===== src/hdl/assert_macros.svh =====
// assertion macros used by the controller of the bar graph renderer
// no dependencies; include by bare file name
`ifndef ASSERT_MACROS_SVH
`define ASSERT_MACROS_SVH

// same-cycle implication under async active-low reset
`define SBGR_ASSERT_IMP(label, clk, rstn, ante, cons) \
	label: assert property (@(posedge clk) disable iff (!rstn) (ante) |-> (cons)) \
		else $error("sbgr assertion failed");

// next-cycle implication under async active-low reset
`define SBGR_ASSERT_NXT(label, clk, rstn, ante, cons) \
	label: assert property (@(posedge clk) disable iff (!rstn) (ante) |=> (cons)) \
		else $error("sbgr assertion failed");

`endif


===== src/hdl/sbgr_pkg.sv =====
// package of the spectrum bar graph renderer: widths, codes, item and control types
// no dependencies
`default_nettype none

package sbgr_pkg;

	// field and state widths
	localparam int SUM_W       = 22;
	localparam int FILL_W      = 7;
	localparam int STEP_W      = 7;
	localparam int BIN_W       = 16;
	localparam int COLOR_W     = 32;
	localparam int COL_FIELD_W = 5;
	localparam int ROW_FIELD_W = 3;
	localparam int REM_W       = 6;

	// divider runs one quotient bit per cycle over the window sum
	localparam int DIV_BITS = SUM_W;
	localparam int DIV_CNT_W = $clog2(DIV_BITS);

	// step limits and reset value
	localparam logic [STEP_W-1:0] STEP_MIN   = 7'd1;
	localparam logic [STEP_W-1:0] STEP_MAX   = 7'd64;
	localparam logic [STEP_W-1:0] STEP_RESET = 7'd4;

	// level quantum of 4: level > row exactly when average > 4*row
	localparam int LEVEL_SHIFT = 2;

	// row color table
	localparam int TABLE_DEPTH = 8;
	localparam logic [COLOR_W-1:0] COLOR_BLANK = 32'h0000_0000;

	// default geometry
	localparam int WIDTH_DEF  = 32;
	localparam int HEIGHT_DEF = 8;

	// item mode codes
	localparam logic MODE_BIN   = 1'b0;
	localparam logic MODE_COLOR = 1'b1;

	typedef struct packed {
		logic                   mode;
		logic                   frame_start;
		logic [BIN_W-1:0]       bin_value;
		logic [ROW_FIELD_W-1:0] row_index;
		logic [COLOR_W-1:0]     color_word;
	} in_item_t;

	typedef struct packed {
		logic [COL_FIELD_W-1:0] column;
		logic [ROW_FIELD_W-1:0] row;
		logic [COLOR_W-1:0]     pixel_color;
		logic                   last;
	} out_item_t;

	// controller to datapath commands
	typedef struct packed {
		logic take_item;
		logic div_step;
		logic row_next;
	} cmd_t;

	// datapath to controller status
	typedef struct packed {
		logic win_close;
		logic row_last;
	} stat_t;

endpackage

`default_nettype wire


===== src/hdl/sbgr_ctrl.sv =====
// controller of the bar graph renderer: accept, divide and pixel emit sequencing
// depends on sbgr_pkg and assert_macros.svh
`default_nettype none
`include "assert_macros.svh"

module sbgr_ctrl (
	input  wire logic          clk,
	input  wire logic          arst_n,
	input  wire logic          in_valid,
	output logic               in_ready,
	output logic               out_valid,
	input  wire logic          out_ready,
	input  wire sbgr_pkg::stat_t stat,
	output sbgr_pkg::cmd_t     cmd
);

	typedef enum logic [2:0] {
		ST_IDLE = 3'b001,
		ST_DIV  = 3'b010,
		ST_EMIT = 3'b100
	} state_t;

	state_t state_q, state_d;
	logic [sbgr_pkg::DIV_CNT_W-1:0] cnt_q, cnt_d;

	// next state and commands
	always_comb begin
		state_d = state_q;
		cnt_d = cnt_q;
		in_ready = 1'b0;
		out_valid = 1'b0;
		cmd = '0;
		unique case (state_q)
			ST_IDLE: begin
				in_ready = 1'b1;
				if (in_valid) begin
					cmd.take_item = 1'b1;
					if (stat.win_close) begin
						state_d = ST_DIV;
						cnt_d = sbgr_pkg::DIV_CNT_W'(sbgr_pkg::DIV_BITS - 1);
					end
				end
			end
			ST_DIV: begin
				cmd.div_step = 1'b1;
				cnt_d = cnt_q - 1'b1;
				if (cnt_q == '0) begin
					state_d = ST_EMIT;
				end
			end
			ST_EMIT: begin
				out_valid = 1'b1;
				if (out_ready) begin
					cmd.row_next = 1'b1;
					if (stat.row_last) begin
						state_d = ST_IDLE;
					end
				end
			end
			default: begin
				state_d = ST_IDLE;
			end
		endcase
	end

	// state registers
	always_ff @(posedge clk or negedge arst_n) begin
		if (!arst_n) begin
			state_q <= ST_IDLE;
			cnt_q <= '0;
		end else begin
			state_q <= state_d;
			cnt_q <= cnt_d;
		end
	end

	// checks
	`SBGR_ASSERT_IMP(a_ready_excl, clk, arst_n, in_ready, !out_valid)
	`SBGR_ASSERT_NXT(a_close_busy, clk, arst_n, in_valid && in_ready && stat.win_close, !in_ready && !out_valid)
	`SBGR_ASSERT_NXT(a_div_to_emit, clk, arst_n, cmd.div_step && cnt_q == '0, out_valid)
	`SBGR_ASSERT_NXT(a_last_to_idle, clk, arst_n, out_valid && out_ready && stat.row_last, in_ready)

endmodule

`default_nettype wire


===== src/hdl/sbgr_dpath.sv =====
// datapath of the bar graph renderer: window accumulator, step register,
// serial divider, row color table and pixel output; depends on sbgr_pkg
`default_nettype none

module sbgr_dpath #(
	parameter int WIDTH  = sbgr_pkg::WIDTH_DEF,
	parameter int HEIGHT = sbgr_pkg::HEIGHT_DEF
) (
	input  wire logic                        clk,
	input  wire logic                        arst_n,
	input  wire logic                        cfg_we,
	input  wire logic [sbgr_pkg::STEP_W-1:0] cfg_wdata,
	input  wire sbgr_pkg::in_item_t          in_data,
	output sbgr_pkg::out_item_t              out_data,
	input  wire sbgr_pkg::cmd_t              cmd,
	output sbgr_pkg::stat_t                  stat
);

	localparam int CIW  = $clog2(WIDTH + 1);
	localparam int ROWS = (HEIGHT > sbgr_pkg::TABLE_DEPTH) ? sbgr_pkg::TABLE_DEPTH : HEIGHT;

	logic [sbgr_pkg::STEP_W-1:0]  step_q;
	logic [sbgr_pkg::SUM_W-1:0]   sum_q;
	logic [sbgr_pkg::FILL_W-1:0]  fill_q;
	logic [CIW-1:0]               col_q;
	logic [sbgr_pkg::COLOR_W-1:0] color_q [sbgr_pkg::TABLE_DEPTH];
	logic [sbgr_pkg::ROW_FIELD_W-1:0] row_q;

	logic [sbgr_pkg::SUM_W-1:0]   quo_q;
	logic [sbgr_pkg::REM_W-1:0]   rem_q;
	logic [sbgr_pkg::STEP_W-1:0]  dvs_q;
	logic [CIW-1:0]               ocol_q;

	logic [sbgr_pkg::STEP_W-1:0]  step_eff, len;
	logic [sbgr_pkg::SUM_W-1:0]   sum_eff, sum_new;
	logic [sbgr_pkg::FILL_W-1:0]  fill_eff, fill_new;
	logic [CIW-1:0]               col_eff;
	logic                         active, is_bin;
	logic [sbgr_pkg::REM_W:0]     trial;
	logic                         qbit;

	// window bookkeeping for the offered item, and row status
	always_comb begin
		is_bin = (in_data.mode == sbgr_pkg::MODE_BIN);
		col_eff = in_data.frame_start ? '0 : col_q;
		sum_eff = in_data.frame_start ? '0 : sum_q;
		fill_eff = in_data.frame_start ? '0 : fill_q;
		active = (col_eff < CIW'(WIDTH));
		step_eff = step_q;
		if (step_q == '0) begin
			step_eff = sbgr_pkg::STEP_MIN;
		end else if (step_q > sbgr_pkg::STEP_MAX) begin
			step_eff = sbgr_pkg::STEP_MAX;
		end
		// first window of a frame is the upper half of a step
		len = (col_eff == '0) ? (step_eff - (step_eff >> 1)) : step_eff;
		sum_new = sum_eff + sbgr_pkg::SUM_W'(in_data.bin_value);
		fill_new = fill_eff + 1'b1;
		stat.win_close = is_bin && active && (fill_new >= len);
		stat.row_last = (row_q == sbgr_pkg::ROW_FIELD_W'(ROWS - 1));
	end

	// step register
	always_ff @(posedge clk or negedge arst_n) begin
		if (!arst_n) begin
			step_q <= sbgr_pkg::STEP_RESET;
		end else if (cfg_we) begin
			step_q <= cfg_wdata;
		end
	end

	// window accumulator, column counter, color table, row counter
	always_ff @(posedge clk or negedge arst_n) begin
		if (!arst_n) begin
			sum_q <= '0;
			fill_q <= '0;
			col_q <= '0;
			row_q <= '0;
			for (int i = 0; i < sbgr_pkg::TABLE_DEPTH; i++) begin
				color_q[i] <= sbgr_pkg::COLOR_BLANK;
			end
		end else begin
			if (cmd.take_item) begin
				row_q <= '0;
				if (!is_bin) begin
					color_q[in_data.row_index] <= in_data.color_word;
				end else if (active) begin
					if (stat.win_close) begin
						sum_q <= '0;
						fill_q <= '0;
						col_q <= col_eff + 1'b1;
					end else begin
						sum_q <= sum_new;
						fill_q <= fill_new;
						col_q <= col_eff;
					end
				end
			end
			if (cmd.row_next) begin
				row_q <= row_q + 1'b1;
			end
		end
	end

	// restoring divider step
	always_comb begin
		trial = {rem_q, quo_q[sbgr_pkg::SUM_W-1]};
		qbit = (trial >= dvs_q);
	end

	// divider operands and quotient
	always_ff @(posedge clk) begin
		if (cmd.take_item && stat.win_close) begin
			quo_q <= sum_new;
			rem_q <= '0;
			dvs_q <= len;
			ocol_q <= col_eff;
		end else if (cmd.div_step) begin
			quo_q <= {quo_q[sbgr_pkg::SUM_W-2:0], qbit};
			rem_q <= qbit ? sbgr_pkg::REM_W'(trial - dvs_q) : trial[sbgr_pkg::REM_W-1:0];
		end
	end

	// pixel output
	always_comb begin
		out_data.column = sbgr_pkg::COL_FIELD_W'(ocol_q);
		out_data.row = row_q;
		out_data.last = stat.row_last;
		out_data.pixel_color = sbgr_pkg::COLOR_BLANK;
		if (quo_q > (sbgr_pkg::SUM_W'(row_q) << sbgr_pkg::LEVEL_SHIFT)) begin
			out_data.pixel_color = color_q[row_q];
		end
	end

endmodule

`default_nettype wire


===== src/hdl/spectrum_bar_graph_renderer.sv =====
// top level of the spectrum bar graph renderer: controller plus datapath
// depends on sbgr_pkg, sbgr_ctrl and sbgr_dpath
//
// channel   handshake            payload
// in        in_valid/in_ready    in_data  (sbgr_pkg::in_item_t)
// out       out_valid/out_ready  out_data (sbgr_pkg::out_item_t)
// cfg       cfg_we               cfg_wdata (avg_step, 7 bits)
//
// color writes and bins that do not close a window leave in_ready high
// a closing bin starts the divider (one quotient bit per cycle over the sum)
// then min(HEIGHT,8) pixel items, one per cycle while out_ready is high
// in_ready stays low from a closing bin until its last pixel is taken
// reset clears all but the divider registers at once; no clearing pass
`default_nettype none

module spectrum_bar_graph_renderer #(
	parameter int WIDTH  = sbgr_pkg::WIDTH_DEF,
	parameter int HEIGHT = sbgr_pkg::HEIGHT_DEF
) (
	input  wire logic                        clk,
	input  wire logic                        arst_n,
	input  wire logic                        cfg_we,
	input  wire logic [sbgr_pkg::STEP_W-1:0] cfg_wdata,
	input  wire logic                        in_valid,
	output logic                             in_ready,
	input  wire sbgr_pkg::in_item_t          in_data,
	output logic                             out_valid,
	input  wire logic                        out_ready,
	output sbgr_pkg::out_item_t              out_data
);

	sbgr_pkg::cmd_t  cmd;
	sbgr_pkg::stat_t stat;

	// sequencing
	sbgr_ctrl u_ctrl (
		.clk       (clk),
		.arst_n    (arst_n),
		.in_valid  (in_valid),
		.in_ready  (in_ready),
		.out_valid (out_valid),
		.out_ready (out_ready),
		.stat      (stat),
		.cmd       (cmd)
	);

	// accumulate, divide, render
	sbgr_dpath #(
		.WIDTH  (WIDTH),
		.HEIGHT (HEIGHT)
	) u_dpath (
		.clk       (clk),
		.arst_n    (arst_n),
		.cfg_we    (cfg_we),
		.cfg_wdata (cfg_wdata),
		.in_data   (in_data),
		.out_data  (out_data),
		.cmd       (cmd),
		.stat      (stat)
	);

endmodule

`default_nettype wire


===== config.mk =====
export PLATFORM = sky130hd
export DESIGN_NAME = spectrum_bar_graph_renderer
export DESIGN_NICKNAME = d
export VERILOG_FILES = /design/src/hdl/sbgr_pkg.sv /design/src/hdl/sbgr_ctrl.sv /design/src/hdl/sbgr_dpath.sv /design/src/hdl/spectrum_bar_graph_renderer.sv
export VERILOG_INCLUDE_DIRS = /design/src /design/src/hdl
export SDC_FILE = /design/constraint.sdc
export NUM_CORES = 1
export LEC_CHECK = 0
export ABC_AREA = 1
export BUFFER_PORTS_ARGS = -buffer_cell sky130_fd_sc_hd__buf_2
export CAP_MARGIN = 20
export CELL_PAD_IN_SITES_DETAIL_PLACEMENT = 1
export CELL_PAD_IN_SITES_GLOBAL_PLACEMENT = 2
export CORE_UTILIZATION = 37
export DETAILED_ROUTE_END_ITERATION = 16
export PLACE_DENSITY = 0.85
export REMOVE_ABC_BUFFERS = 1
export SYNTH_ARGS = -nofsm -noshare
export SYNTH_HDL_FRONTEND = slang
export SYNTH_SLANG_ARGS = --single-unit

===== constraint.sdc =====
create_clock -name clk -period 4.5 [get_ports clk]
set_clock_uncertainty 0.05 [all_clocks]
set_input_delay 0.9 -clock clk [delete_from_list [all_inputs] [get_ports clk]]
set_output_delay 0.9 -clock clk [all_outputs]
set_load 0.01 [all_outputs]

==> metrics.cfg, run 1 <==
[global_route]
grt_pass1_wl_um = 85400
grtUsageTotal = 0.216
grt_pass1_vias = 16000
antenna_found_initial = 1
grt_max_degree = 100
grt_overflow = 0

[power_and_ir_drop]
leakage_uw = 0.00979
power_density_mw_per_mm2 = 514
vdd_drop_max_mv = 0.242
p_total_uw = 10300

[run]
drv_cap = 0

[yosys]
async_flop_share = 0.885
synth.largest_area_cell = dfrtp_1
synth_edf_count = 34
synth_top_cell_area_share = 0.431
netlist_instances = 2162
ys_seq_area_frac = 0.498
synth.most_common_cell = nand2_1
synth_area_leaders = dfrtp_1, nand2_1, o21ai_0
yosysWarnings = 0
synth-main-ff-cell = dfrtp_1
yosysUniqueCellTypes = 50
avgSynthCellArea_sq_um = 8.25
synth_seq_cells = 349
syn_area_sq_mm = 0.0178
synthTopCellsByCount = nand2_1, o21ai_0, dfrtp_1

[place]
dpl_cell_area_sq_mm = 0.0187
portBuffers = 107
dp_cells = 2791
hpwl_um = 32100
place_congestion = 0.832

[finish]
antenna_cells = 0
multi_input_area_sq_mm = 0.00764
syn_to_final_growth_pct = 12.6
layoutNonFillerInstCount = 2862
seq_area_sq_mm = 0.00888
final_cell_area_sq_mm = 0.0201
drive_gt1_frac = 0.116
nets = 2331
fillCellCount = 5715

[clocking]
cts_tree = yes
cts_buffer_depth = 3
root_buffer = clkbuf_16
cts_sinks = 349
cts_hold_buf = 0
htreeDepth = 2
numCtsBuffers = 41
clk_transition_reported_paths_ns = 0.06
clock_latency_ns = 0.56

[sta]
setup_violations = 0
hold_viol_final = 0
worstMarginPinSlew_ns = 0.958
rsz0062_at_grt = no
hold_slack_ns = 0.303
period_share = 0.912
slew_headroom = 0.362
layout_min_cycle_time_ns = 4.11
fmax_ghz = 0.244
maxSlewViolCount = 0
finalSetupTns_ns = 0

[route]
met1_length_um = 23900
via_count = 15000
drt_wl_total_um = 52100
wl_met2_um = 25500
routedWlPerCell_um = 18.2
highest_layer = met5
drc_errors = 0
drt_iter0_markers = 807
first_pass_iters = 5
viasPerCell = 5.23
met3_length_um = 1480
ant_nets = 0

[floorplanning]
start_util = 0.374
die_h_um = 222
fp.dieArea_sq_mm = 0.0491
fp-row-count = 80
core_sq_mm = 0.0476
fp.dieW_um = 222
io_pins = 108

[worst_setup_path]
path_max_fanout = 17
critPathArrivalTime_ns = 4.53
reg2reg_to = u_dpath.fill_q[3]
cp.required_ns = 4.92
rr_startpoint = u_dpath.step_q[5]
reg2reg_setup_slack_ns = 0.39
cp-start-kind = flip-flop
worstSetupStartpoint = u_dpath.step_q[5]
r2r_cells = 23
crit_end = u_dpath.fill_q[3]
crit_type = flip-flop to flip-flop
setup.worst_path.end_class = flip-flop

[min_path]
hold_class = primary input to async pin

[outcome]
status = finished, final reports clean

==> how the worst min path moves through the flow <==
stage	startpoint	endpoint	slack, ns	cells after the start
after CTS	arst_n	u_dpath.color_q[10]	0.34	1
after global routing	arst_n	u_dpath.color_q[10]	0.35	1
after floorplan	u_dpath.rem_q[5]	u_dpath.rem_q[5]	0.38	2
final	arst_n	u_dpath.color_q[74]	0.30	1
after detailed placement	u_dpath.color_q[41]	u_dpath.color_q[41]	0.41	2
after global placement	u_dpath.color_q[42]	u_dpath.color_q[42]	0.41	2
==> metal layers <==
metal,up-vias,GRT usage
met3,78,0.0273
li1,7268,-
met2,200,0.377
met5,-,0
met1,7408,0.281
met4,2,0.0645
==> final cells by class <==
type                       count  area share
clock inverter                 9     0.00666
inverter                     168      0.0320
timing repair buffer         131      0.0399
tap                          615      0.0383
clock buffer                  62      0.0605
sequential                   349       0.442
multi-input combinational   1528       0.381
==> critical path, cell delays in order (launching register included) <==
cell,delay [ns]
dfrtp_1,0.39
nor2_1,0.18
nand3_1,0.12
nand2_1,0.07
inv_1,0.06
nor2_1,0.12
inv_1,0.09
ha_1,0.34
nand2_1,0.09
nor2_1,0.04
a211oi_1,0.31
nand4_1,0.13
o21ai_0,0.17
inv_1,0.08
ha_1,0.32
nand2_1,0.10
inv_1,0.04
nand2_1,0.06
nand2_1,0.04
nand3b_1,0.18
buf_4,0.18
nor2_4,0.38
inv_2,0.22
o21ai_0,0.24
==> logic make-up after synthesis <==
logic type | after synthesis | synth area share
flops | 349 | 0.498
fa+ha+maj | 47 | 0.0342
xor+xnor | 22 | 0.0108
buf+inv | 285 | 0.0742
compound gates | 579 | 0.178
simple gates | 880 | 0.205
==> flip-flops by register name, summed over array words and instances (netlist names) <==
| name | count |
|---|---|
| u_ctrl.cnt_q | 5 |
| u_dpath.dvs_q | 7 |
| u_dpath.rem_q | 6 |
| u_dpath.fill_q | 7 |
| u_dpath.ocol_q | 5 |
| u_dpath.color_q | 256 |
| u_dpath.step_q | 7 |
| u_dpath.col_q | 6 |
| u_dpath.quo_q | 22 |
| u_dpath.sum_q | 22 |
| u_ctrl.state_q | 3 |
| u_dpath.row_q | 3 |
==> placed cells by master (no fill, tap or decap), drive strengths merged, types with 14 or more instances in the layout <==
cell    count
a21oi      29
buf       131
clkbuf     62
dfrtp     307
edfxtp     34
ha         44
inv       170
nand2     502
nand3      76
nor2      263
o21ai     500
o221ai     31
xor2       14
==> through the flow <==
step	utilization	worst slack [ns]
4_1_cts	0.421	0.254
6_report	0.422	0.394
3_5_place_dp	0.393	0.0176
3_3_place_gp	0.393	0.263
5_1_grt	0.422	0.00287
2_1_floorplan	-	-0.928
==> power breakdown <==
group	switching, uW	total, uW	leakage (uW)	internal, uW
Sequential	437	4490	0.00430	4050
Combinational	1530	2460	0.00483	936
Clock	1380	3370	0.000660	1990
==> timing repair <==
| item | in CTS | in global routing |
|---|---|---|
| setup buffers | 0 | 0 |
| gates resized for setup | 0 | 3 |
| endpoints found under the setup margin | 0 | 45 |
No activity file was read; power rests on OpenSTA's default activity.
==> run 2: changes to the inputs <==
- CORE_UTILIZATION: 37 -> 34
- PLACE_DENSITY: 0.85 -> 0.83
- clock period: 4.5 -> 3.38 ns (I/O delays scaled with it)
==> metrics.cfg, run 2 (synthesized netlist as in run 1, its figures left out) <==
[outcome]
status = complete, but fails checks
violations = negative setup slack

[power_and_ir_drop]
pwr-share-comb = 0.277
vdd_drop_max_mv = 0.369
seqPwrFrac = 0.410
power_density_mw_per_mm2 = 675
swShare = 0.328
p_switching_uw = 4790
p_clk_frac = 0.313
intPower_uw = 9820
leakage_uw = 0.0105

[clocking]
clock_latency_ns = 0.58
numCtsBuffers = 42
cts_sinks = 349
cts_tree = yes
htreeDepth = 2
root_buffer = clkbuf_16
cts_buffer_depth = 3
clk_transition_reported_paths_ns = 0.06

[worst_setup_path]
cp.required_ns = 3.80
critPathArrivalTime_ns = 4.10
critPathSlowestCell = dfrtp_1
setup.worst_path.end_class = flip-flop
max_stage_delay_ns = 0.37
reg2reg_setup_slack_ns = -0.30
path_max_fanout = 7
crit_type = flip-flop to flip-flop
crit_top_cell = nand2_2
cp-start-kind = flip-flop

[sta]
fmax_ghz = 0.271
hold_viol_final = 0
period_share = 1.09
setup_slack_ns = -0.304
slew_headroom = 0.455
layout_min_cycle_time_ns = 3.68
rsz0062_at_grt = yes
maxSlewViolCount = 0
finalSetupTns_ns = -21.56
setup_violations = 104
hold_slack_ns = 0.0425
worstMarginPinSlew_ns = 0.817

[floorplanning]
fp.dieArea_sq_mm = 0.0534
fp-row-count = 83
io_pins = 108
start_util = 0.346
die_h_um = 231
core_sq_mm = 0.0516
fp.dieW_um = 231

[global_route]
grt_overflow = 0
grt_max_degree = 75
antenna_found_initial = 1
grt_pass1_wl_um = 91000
grt_pass1_vias = 16600
grtUsageTotal = 0.214

[finish]
syn_to_final_growth_pct = 21.3
final_common_cell = nand2_1
fillCellCount = 6114
top_regs = u_dpath.color_q: 256 flops, u_dpath.quo_q: 22 flops, u_dpath.sum_q: 22 flops
antenna_cells = 0
top_register = u_dpath.color_q
largest_register_ffs = 256
seq_area_sq_mm = 0.00888
drive_gt1_frac = 0.185
multi_input_area_sq_mm = 0.00803
nets = 2429
final_cell_mix = nand2_1, dfrtp_1, o21ai_0

[route]
drt_iter0_markers = 897
via_count = 15500
ant_nets = 0
routedWlPerCell_um = 18.6
viasPerCell = 5.12
first_pass_iters = 5
drt_wl_total_um = 56400
drc_errors = 0

[min_path]
hold_class = primary input to async pin

[place]
place_congestion = 0.849
hpwl_um = 35000
portBuffers = 107

[run]
drv_cap = 0

run 2: critical path: cells and delay by family, from the launching register on:
kind	cells	cell delay, ns
compound gates	2	0.28
xor+xnor	1	0.19
fa+ha+maj	2	0.50
buf+inv	6	0.61
flops	1	0.37
simple gates	15	1.58
run 2: timing repair:
item                                    in CTS  in global routing
cloned                                       3                  4
hold buffers                                 0                  0
resized for setup                           70                 64
setup buffers                               40                  4
endpoints found under the setup margin     116                124
pin swaps                                   32                 25
run 2: through the flow:
step | cells | area, sq um | setup WS (ns) | power (uW) | util
finish | 3029 | 21600 | -0.304 | 14600 | 0.419
global route | 3029 | 21600 | -0.533 | 15600 | 0.419
CTS | 3025 | 21400 | -0.101 | 14600 | 0.414
detailed placement | 2908 | 19300 | -0.407 | 9540 | 0.375
global placement | 2908 | 19300 | -0.176 | 9340 | 0.375
floorplan | 2045 | 17100 | -1.82 | 8180 | -
run 2: worst paths after layout:
kind	startpoint	endpoint	cells after the start
max	u_dpath.step_q[0]	u_dpath.sum_q[15]	26
min	arst_n	u_dpath.color_q[20]	1
max reg2reg	u_dpath.step_q[0]	u_dpath.sum_q[15]	26
min reg2reg	u_dpath.color_q[63]	u_dpath.color_q[63]	2
max in group asynchronous	arst_n	u_dpath.step_q[2]	2
min in group clk	cfg_wdata[1]	u_dpath.step_q[1]	3
run 2: per-layer routing:
metal / share of wire / routed length (um) / GRT usage / vias to the layer above
li1: - / - / - / 7464
met1: 0.46 / 25700 / 0.280 / 7741
met5: 0.00023 / 13 / 0 / -
met3: 0.030 / 1690 / 0.0324 / 78
met2: 0.49 / 27900 / 0.369 / 214
met4: 0.020 / 1120 / 0.0555 / 2
run 2: area by class of cell:
cell class | count | share of cell area
Timing Repair Buffer | 228 | 0.0843
Sequential cell | 349 | 0.411
Inverter | 168 | 0.0306
Clock buffer | 65 | 0.0558
Multi-Input combinational cell | 1528 | 0.371
Tap cell | 680 | 0.0393
Clock inverter | 11 | 0.00816
run 2: power by group through the flow:
stage | Combinational (uW) | Sequential (uW) | Clock [uW]
2_1_floorplan | 2320 | 5870 | 0
6_report | 4050 | 5980 | 4570
3_3_place_gp | 3360 | 5970 | 0
4_1_cts | 3920 | 5980 | 4690
3_5_place_dp | 3510 | 6030 | 0
5_1_grt | 4590 | 6120 | 4840
